$ cat src/rtl/sto_pkg.sv
package sto_pkg;

  localparam int SAMPLE_BITS   = 16;
  localparam int FRAC_BITS     = 8;
  localparam int INC_BITS      = 31;
  localparam int STEP_BITS     = 24;
  localparam int SEED_BITS     = 16;
  localparam int WAVE_BITS     = 3;
  localparam int CFG_IDX_BITS  = 2;
  localparam int CFG_DATA_BITS = 31;
  localparam int IN_DATA_BITS  = 8;

  localparam logic [SEED_BITS-1:0] DEFAULT_SEED = 16'hACE1;
  localparam logic [SEED_BITS-1:0] LFSR_TAPS    = 16'hB400;
  localparam logic [INC_BITS-1:0]  INC_MAX      = '1;

  typedef enum logic [WAVE_BITS-1:0] {
    WAVE_MUTE     = 3'd0,
    WAVE_TRIANGLE = 3'd1,
    WAVE_RAMP     = 3'd2,
    WAVE_PULSE    = 3'd3,
    WAVE_LFSR     = 3'd4
  } wave_t;

  typedef enum logic [CFG_IDX_BITS-1:0] {
    CFG_WAVE      = 2'd0,
    CFG_START_INC = 2'd1,
    CFG_INC_STEP  = 2'd2,
    CFG_SEED      = 2'd3
  } cfg_idx_t;

  // Sample that bypasses scaling (noise).
  typedef struct packed {
    logic                   raw;
    logic [SAMPLE_BITS-1:0] value;
  } raw_sample_t;

endpackage

$ cat src/rtl/swept_tone_oscillator.sv
// Latency: three register stages; the sample word for an accepted input word is
// registered by the phase, wave and scale stages in turn, then shown on out_tvalid.
// Throughput: one word per cycle while out_tready is high; phase, increment and
// LFSR update on accept; wave shaping and scaling follow in two registered stages.
// in_tready stays high while out_tready is high; a full pipeline stalls input.
// Reset (rst_n low, synchronous): phase and increment zero, LFSR and seed 0xACE1,
// registers at their defaults, pipeline empty.
module swept_tone_oscillator #(
  parameter int PHASE_BITS = 24
) (
  input  logic                              clk,
  input  logic                              rst_n,
  input  logic                              in_tvalid,
  output logic                              in_tready,
  input  logic [sto_pkg::IN_DATA_BITS-1:0]  in_tdata,   // [0] restart
  output logic                              out_tvalid,
  input  logic                              out_tready,
  output logic [sto_pkg::SAMPLE_BITS-1:0]   out_tdata,  // [15:0] sample_out
  input  logic                              cfg_valid,
  output logic                              cfg_ready,
  input  logic [sto_pkg::CFG_IDX_BITS-1:0]  cfg_index,
  input  logic [sto_pkg::CFG_DATA_BITS-1:0] cfg_data
);

  sto_pkg::wave_t                wave_r;
  logic [sto_pkg::INC_BITS-1:0]  start_inc_r;
  logic [sto_pkg::STEP_BITS-1:0] inc_step_r;
  logic [sto_pkg::SEED_BITS-1:0] seed_r;

  logic                          ph_valid, ph_ready;
  logic [PHASE_BITS-1:0]         ph_phase;
  sto_pkg::wave_t                ph_wave;
  logic [sto_pkg::SEED_BITS-1:0] ph_noise;

  logic                          wv_valid, wv_ready;
  logic                          wv_neg;
  logic [PHASE_BITS-1:0]         wv_mag;
  sto_pkg::raw_sample_t          wv_raw;

  assign cfg_ready = 1'b1;

  // zero seed would lock the LFSR
  always_ff @(posedge clk) begin
    if (!rst_n) begin
      wave_r      <= sto_pkg::WAVE_MUTE;
      start_inc_r <= '0;
      inc_step_r  <= '0;
      seed_r      <= sto_pkg::DEFAULT_SEED;
    end else if (cfg_valid && cfg_ready) begin
      case (sto_pkg::cfg_idx_t'(cfg_index))
        sto_pkg::CFG_WAVE:
          wave_r <= sto_pkg::wave_t'(cfg_data[sto_pkg::WAVE_BITS-1:0]);
        sto_pkg::CFG_START_INC:
          start_inc_r <= cfg_data[sto_pkg::INC_BITS-1:0];
        sto_pkg::CFG_INC_STEP:
          inc_step_r <= cfg_data[sto_pkg::STEP_BITS-1:0];
        sto_pkg::CFG_SEED:
          seed_r <= (cfg_data[sto_pkg::SEED_BITS-1:0] == '0) ? sto_pkg::DEFAULT_SEED
                                                             : cfg_data[sto_pkg::SEED_BITS-1:0];
        default: ;
      endcase
    end
  end

  sto_phase #(.PHASE_BITS(PHASE_BITS)) u_phase (
    .clk       (clk),
    .rst_n     (rst_n),
    .in_valid  (in_tvalid),
    .in_ready  (in_tready),
    .restart   (in_tdata[0]),
    .wave      (wave_r),
    .start_inc (start_inc_r),
    .inc_step  (inc_step_r),
    .seed      (seed_r),
    .m_valid   (ph_valid),
    .m_ready   (ph_ready),
    .m_phase   (ph_phase),
    .m_wave    (ph_wave),
    .m_noise   (ph_noise)
  );

  sto_wave #(.PHASE_BITS(PHASE_BITS)) u_wave (
    .clk     (clk),
    .rst_n   (rst_n),
    .s_valid (ph_valid),
    .s_ready (ph_ready),
    .phase   (ph_phase),
    .wave    (ph_wave),
    .noise   (ph_noise),
    .m_valid (wv_valid),
    .m_ready (wv_ready),
    .m_neg   (wv_neg),
    .m_mag   (wv_mag),
    .m_raw   (wv_raw)
  );

  sto_scale #(.PHASE_BITS(PHASE_BITS)) u_scale (
    .clk     (clk),
    .rst_n   (rst_n),
    .s_valid (wv_valid),
    .s_ready (wv_ready),
    .neg     (wv_neg),
    .mag     (wv_mag),
    .raw     (wv_raw),
    .m_valid (out_tvalid),
    .m_ready (out_tready),
    .m_data  (out_tdata)
  );

endmodule

$ cat src/rtl/sto_phase.sv
module sto_phase #(
  parameter int PHASE_BITS = 24
) (
  input  logic                                clk,
  input  logic                                rst_n,
  input  logic                                in_valid,
  output logic                                in_ready,
  input  logic                                restart,
  input  sto_pkg::wave_t                      wave,
  input  logic [sto_pkg::INC_BITS-1:0]        start_inc,
  input  logic [sto_pkg::STEP_BITS-1:0]       inc_step,
  input  logic [sto_pkg::SEED_BITS-1:0]       seed,
  output logic                                m_valid,
  input  logic                                m_ready,
  output logic [PHASE_BITS-1:0]               m_phase,
  output sto_pkg::wave_t                      m_wave,
  output logic [sto_pkg::SEED_BITS-1:0]       m_noise
);

  localparam int INT_BITS = sto_pkg::INC_BITS - sto_pkg::FRAC_BITS;
  localparam int SUM_BITS = (PHASE_BITS > INT_BITS) ? PHASE_BITS : INT_BITS;
  localparam int EXT_BITS = sto_pkg::INC_BITS + 2 - sto_pkg::STEP_BITS;

  logic [PHASE_BITS-1:0]         phase_r, phase_nxt, phase_cur;
  logic [sto_pkg::INC_BITS-1:0]  inc_r, inc_nxt, inc_cur;
  logic [sto_pkg::SEED_BITS-1:0] lfsr_r, lfsr_nxt, lfsr_cur, lfsr_adv;
  logic [sto_pkg::INC_BITS+1:0]  inc_sum;
  logic [SUM_BITS-1:0]           phase_sum;
  logic                          valid_r;
  logic [PHASE_BITS-1:0]         s_phase_r;
  sto_pkg::wave_t                s_wave_r;
  logic [sto_pkg::SEED_BITS-1:0] s_noise_r;
  logic                          accept;

  assign in_ready = !valid_r || m_ready;
  assign accept   = in_valid && in_ready;

  always_comb begin
    phase_cur = restart ? '0 : phase_r;
    inc_cur   = restart ? start_inc : inc_r;
    lfsr_cur  = restart ? seed : lfsr_r;
    lfsr_adv  = {1'b0, lfsr_cur[sto_pkg::SEED_BITS-1:1]} ^
                (lfsr_cur[0] ? sto_pkg::LFSR_TAPS : '0);
    lfsr_nxt  = (wave == sto_pkg::WAVE_LFSR) ? lfsr_adv : lfsr_cur;
    phase_sum = SUM_BITS'(phase_cur) +
                SUM_BITS'(inc_cur[sto_pkg::INC_BITS-1:sto_pkg::FRAC_BITS]);
    phase_nxt = phase_sum[PHASE_BITS-1:0];
    inc_sum   = {2'b00, inc_cur} + {{EXT_BITS{inc_step[sto_pkg::STEP_BITS-1]}}, inc_step};
    if (inc_sum[sto_pkg::INC_BITS+1]) begin
      inc_nxt = '0;
    end else if (inc_sum[sto_pkg::INC_BITS]) begin
      inc_nxt = sto_pkg::INC_MAX;
    end else begin
      inc_nxt = inc_sum[sto_pkg::INC_BITS-1:0];
    end
  end

  always_ff @(posedge clk) begin
    if (!rst_n) begin
      phase_r <= '0;
      inc_r   <= '0;
      lfsr_r  <= sto_pkg::DEFAULT_SEED;
      valid_r <= 1'b0;
    end else begin
      if (accept) begin
        phase_r <= phase_nxt;
        inc_r   <= inc_nxt;
        lfsr_r  <= lfsr_nxt;
      end
      if (in_ready) begin
        valid_r <= in_valid;
      end
    end
  end

  always_ff @(posedge clk) begin
    if (accept) begin
      s_phase_r <= phase_cur;
      s_wave_r  <= wave;
      s_noise_r <= lfsr_nxt;
    end
  end

  assign m_valid = valid_r;
  assign m_phase = s_phase_r;
  assign m_wave  = s_wave_r;
  assign m_noise = s_noise_r;

endmodule

$ cat src/rtl/sto_wave.sv
module sto_wave #(
  parameter int PHASE_BITS = 24
) (
  input  logic                          clk,
  input  logic                          rst_n,
  input  logic                          s_valid,
  output logic                          s_ready,
  input  logic [PHASE_BITS-1:0]         phase,
  input  sto_pkg::wave_t                wave,
  input  logic [sto_pkg::SEED_BITS-1:0] noise,
  output logic                          m_valid,
  input  logic                          m_ready,
  output logic                          m_neg,
  output logic [PHASE_BITS-1:0]         m_mag,
  output sto_pkg::raw_sample_t          m_raw
);

  localparam logic [PHASE_BITS:0]   TURN     = {1'b1, {PHASE_BITS{1'b0}}};
  localparam logic [PHASE_BITS-1:0] QUARTER  = {2'b01, {(PHASE_BITS-2){1'b0}}};
  localparam logic [PHASE_BITS+1:0] HALF     = {3'b001, {(PHASE_BITS-1){1'b0}}};
  localparam logic [PHASE_BITS+1:0] HALF_NEG = ~HALF + 1'b1;

  logic [PHASE_BITS-1:0] g;
  logic [PHASE_BITS:0]   tg, d;
  logic [PHASE_BITS+1:0] num, num_abs;
  logic                  neg;
  sto_pkg::raw_sample_t  raw;
  logic                  valid_r;
  logic                  neg_r;
  logic [PHASE_BITS-1:0] mag_r;
  sto_pkg::raw_sample_t  raw_r;

  assign s_ready = !valid_r || m_ready;

  always_comb begin
    g  = phase + QUARTER;
    tg = TURN - {1'b0, g};
    d  = ({1'b0, g} <= tg) ? {1'b0, g} : tg;
    case (wave)
      sto_pkg::WAVE_TRIANGLE: num = {d, 1'b0} - HALF;
      sto_pkg::WAVE_RAMP:     num = HALF - {2'b00, phase};
      sto_pkg::WAVE_PULSE:    num = phase[PHASE_BITS-1] ? HALF_NEG : HALF;
      default:                num = '0;
    endcase
    neg       = num[PHASE_BITS+1];
    num_abs   = neg ? ('0 - num) : num;
    raw.raw   = (wave == sto_pkg::WAVE_LFSR);
    raw.value = noise;
  end

  always_ff @(posedge clk) begin
    if (!rst_n) begin
      valid_r <= 1'b0;
    end else if (s_ready) begin
      valid_r <= s_valid;
    end
  end

  always_ff @(posedge clk) begin
    if (s_valid && s_ready) begin
      neg_r <= neg;
      mag_r <= num_abs[PHASE_BITS-1:0];
      raw_r <= raw;
    end
  end

  assign m_valid = valid_r;
  assign m_neg   = neg_r;
  assign m_mag   = mag_r;
  assign m_raw   = raw_r;

endmodule

$ cat src/rtl/sto_scale.sv
module sto_scale #(
  parameter int PHASE_BITS = 24
) (
  input  logic                            clk,
  input  logic                            rst_n,
  input  logic                            s_valid,
  output logic                            s_ready,
  input  logic                            neg,
  input  logic [PHASE_BITS-1:0]           mag,
  input  sto_pkg::raw_sample_t            raw,
  output logic                            m_valid,
  input  logic                            m_ready,
  output logic [sto_pkg::SAMPLE_BITS-1:0] m_data
);

  localparam int PROD_BITS = PHASE_BITS + sto_pkg::SAMPLE_BITS;

  logic [PROD_BITS-1:0]            prod;
  logic [sto_pkg::SAMPLE_BITS-1:0] q, sample;
  logic                            valid_r;
  logic [sto_pkg::SAMPLE_BITS-1:0] data_r;

  assign s_ready = !valid_r || m_ready;

  // mag * (2^SAMPLE_BITS - 1) >> PHASE_BITS
  always_comb begin
    prod   = {mag, {sto_pkg::SAMPLE_BITS{1'b0}}} - PROD_BITS'(mag);
    q      = prod[PROD_BITS-1:PHASE_BITS];
    sample = raw.raw ? raw.value : (neg ? ('0 - q) : q);
  end

  always_ff @(posedge clk) begin
    if (!rst_n) begin
      valid_r <= 1'b0;
    end else if (s_ready) begin
      valid_r <= s_valid;
    end
  end

  always_ff @(posedge clk) begin
    if (s_valid && s_ready) begin
      data_r <= sample;
    end
  end

  assign m_valid = valid_r;
  assign m_data  = data_r;

endmodule

$ cat config.mk
export PLATFORM = sky130hd
export DESIGN_NAME = swept_tone_oscillator
export DESIGN_NICKNAME = d
export VERILOG_FILES = /design/src/rtl/sto_pkg.sv /design/src/rtl/swept_tone_oscillator.sv /design/src/rtl/sto_phase.sv /design/src/rtl/sto_wave.sv /design/src/rtl/sto_scale.sv
export SDC_FILE = /design/constraint.sdc
export NUM_CORES = 1
export LEC_CHECK = 0
export BUFFER_PORTS_ARGS = -buffer_cell sky130_fd_sc_hd__buf_4
export CAP_MARGIN = 15
export CORE_AREA = 2 2 189 191
export CTS_CLUSTER_SIZE = 30
export DETAILED_ROUTE_END_ITERATION = 10
export DIE_AREA = 0 0 191 193
export GPL_ROUTABILITY_DRIVEN = 0
export HOLD_SLACK_MARGIN = 0.1
export PLACE_DENSITY = 0.59
export SYNTH_ARGS = -nofsm -noshare
export SYNTH_HDL_FRONTEND = slang
export SYNTH_SLANG_ARGS = --single-unit
$ cat constraint.sdc
create_clock -name clk -period 7 [get_ports clk]
set_input_delay 0.7 -clock clk [delete_from_list [all_inputs] [get_ports clk]]
set_output_delay 0.7 -clock clk [all_outputs]
set_load 0.01 [all_outputs]
==> flow_metrics.tcl <==
set metrics [dict create \
    post-synth-top-area-fraction_pct 19.5 \
    cp-end-kind "flop" \
    cp.arrival_ns 6.48 \
    hold_viol 0 \
    cp-start-kind "flop" \
    routed_wl_um 38400 \
    grt_max_degree 92 \
    grt_overflow_total 0 \
    finClkSkew_ns 0.0213 \
    synth_cell_type_count 91 \
    first_global_vias 11900 \
    antenna_found_initial 0 \
    tritoncts "done" \
    hp-class "in -> reg" \
    cp_max_fo 17 \
    drc 0 \
    synth_cells 1726 \
    vdd_drop_max_mv 0.184 \
    hold_slack_ns 0.401 \
    cp-startpoint "u_phase.m_phase[3]" \
    finalSetupTns_ns 0 \
    synth_largest_area_cell "edfxtp_1" \
    finalCriticalPeriod_ns 6.19 \
    final_cell_mix "289 x nand2_1, 148 x dfxtp_1, 103 x nor2_1, 102 x o21ai_0, 101 x edfxtp_1" \
    grtUsageTotal_pct 21.0 \
    leakage_nw 6.81 \
    final_common_cell "nand2_1" \
    n_fill_cell 3370 \
    nets 1869 \
    core-area_um2 35000 \
    clkSlewWorstSetupHoldPaths_ns 0.06 \
    relSlewSlack_pct 27.1 \
    diodes 0 \
    p_per_area_nw_per_um2 207 \
    r2r-start "u_phase.m_phase[3]" \
    dp_hpwl_um 27500 \
    via_count 12400 \
    fp.dieW_um 191 \
    synth-main-ff-cell "dfxtp_1" \
    drt_pass1_iterations 5 \
    portBuffers 56 \
    initial_core_util_pct 44.4 \
    ys_seq_elements 249 \
    yosys_warnings 0 \
    viasPerCell 5.58 \
    yosys-top-cells-area "edfxtp_1 20%, dfxtp_1 19%, nand2_1 7.0%" \
    final_layout_size_suffix_gt1_share_pct 11.5 \
    numClockSinks 249 \
    setup_viol 0 \
    fmax_mhz 162 \
    grt_pass1_wl_um 62900 \
    status "completed" \
    insertion_delay_ns 0.56 \
    cts.hold.buffers_added 0 \
    maxCapViolCount 0 \
    syn_avg_cell_area_um2 8.99 \
    synth_fp_nets 1854 \
    row_count 69 \
    drv_slew 0 \
    num_io_pins 65 \
    die_h_um 193 \
    synth_edf_count 101 \
    period_share_pct 88.4 \
    cts_buffers 28 \
    postCtsSetupBuffers 0 \
    cts_buffer_depth 3 \
    routedWlPerCell_um 17.2 \
    synthArstFlopShare_pct 0 \
    cts_root_buffer "clkbuf_16" \
    cts_resized 0 \
    die-area_um2 36900 \
    grt_setup_unrepaired "false" \
    cts-htree-levels 1 \
    worst_pin_slew_ns 1.09 \
    crit_type "reg -> reg" \
    drtIter0Drc 862 \
    syn_to_final_growth_pct 10.9 \
    min-delay-start "in_tvalid" \
    required_ns 7.29 \
    final_antenna_net_count 0 \
    synth_area_um2 15500 \
    synth.yosys.seq_area_share_pct 38.6 \
]
==> state kept, by name, indices dropped and copies added, names as in the netlist <==
register and count:
inc_step_r 24, seed_r 16, start_inc_r 31, u_phase.inc_r 31
u_phase.lfsr_r 16, u_phase.m_noise 16, u_phase.m_phase 24, u_phase.m_valid 1
u_phase.m_wave 3, u_phase.phase_r 24, u_scale.m_data 16, u_scale.m_valid 1
u_wave.m_mag 24, u_wave.m_neg 1, u_wave.m_raw 17, u_wave.m_valid 1
wave_r 3
==> worst max-delay path: stages, from the launching register on <==
cell,delay (ns)
edfxtp_1,0.57
nor4_1,0.23
buf_4,0.20
nand2_1,0.13
nor3_1,0.36
and3_1,0.27
nand2_1,0.09
or3_1,0.31
ha_1,0.34
xor2_1,0.23
a21oi_1,0.10
or4_4,0.44
and2_0,0.30
or2_1,0.48
o21ai_2,0.51
mux2_2,0.36
o2111ai_4,0.18
nor4_4,0.46
a41oi_2,0.18
xor2_1,0.19
==> metrics by stage <==
step	total power (W)	cells	setup slack, ns	cell area [um2]	util (%)
after floorplan	0.00201	1726	1.62	15500	-
after global placement	0.00214	2172	1.10	16300	46.6
after detailed placement	0.00215	2172	0.995	16300	46.6
after CTS	0.00359	2224	0.972	17200	49.2
after global routing	0.00372	2224	0.513	17200	49.2
final	0.00356	2224	0.811	17200	49.2
==> layout make-up <==
cell class	instances	area, um2	area share [%]
clock buffers	33	719	4.18
clock inverters	19	186	1.08
inverters	40	151	0.880
multi-input cells	1346	9000	52.3
flip-flops and latches	249	6000	34.9
well taps	461	577	3.35
repair buffers	76	571	3.32
==> cell families after synthesis <==
family          count (synthesis)  share of synthesized area (%)
fa+ha+maj                      82                           6.71
buf+inv                       131                           3.53
xor+xnor                      102                           5.76
compound gates                460                           20.2
other cells                     1                         0.0242
mux                            80                           6.35
simple gates                  621                           18.8
flops                         249                           38.6
==> report_power, final <==
part	switching, W	internal (W)
Clock	0.000616	0.000817
Combinational	0.000294	0.000200
Sequential	0.0000507	0.00158
==> synth_stat cells, drive strengths merged, types with 13 or more instances <==
cell / instances
nor3: 34
xnor2: 65
or2: 13
nor2b: 37
clkbuf: 74
o22ai: 17
a21oi: 80
xor2: 37
o21ai: 104
nand3: 20
mux2i: 31
nor4: 17
a21boi: 80
inv: 40
and2: 26
nor2: 105
edfxtp: 101
o21a: 16
or3: 21
mux2: 38
buf: 17
nand2: 290
ha: 80
dfxtp: 148
a21o: 45
==> worst paths after layout <==
path                           end  slack [ns]  cells after the start
setup / recovery  u_wave.m_mag[22]        0.81                     19
hold / removal     u_phase.m_valid        0.40                      3
setup reg to reg  u_wave.m_mag[22]        0.81                     19
hold reg to reg   u_wave.m_raw[14]        0.42                      0
==> layer usage <==
layer | GRT usage (%) | vias to the layer above | wire length [um]
li1 | - | 6271 | -
met1 | 29.3 | 5828 | 18400
met2 | 34.7 | 262 | 17600
met3 | 2.62 | 59 | 1630
met4 | 4.80 | 0 | 758
met5 | 0 | - | 0
Note: power is estimated with default switching activity, not from simulation.
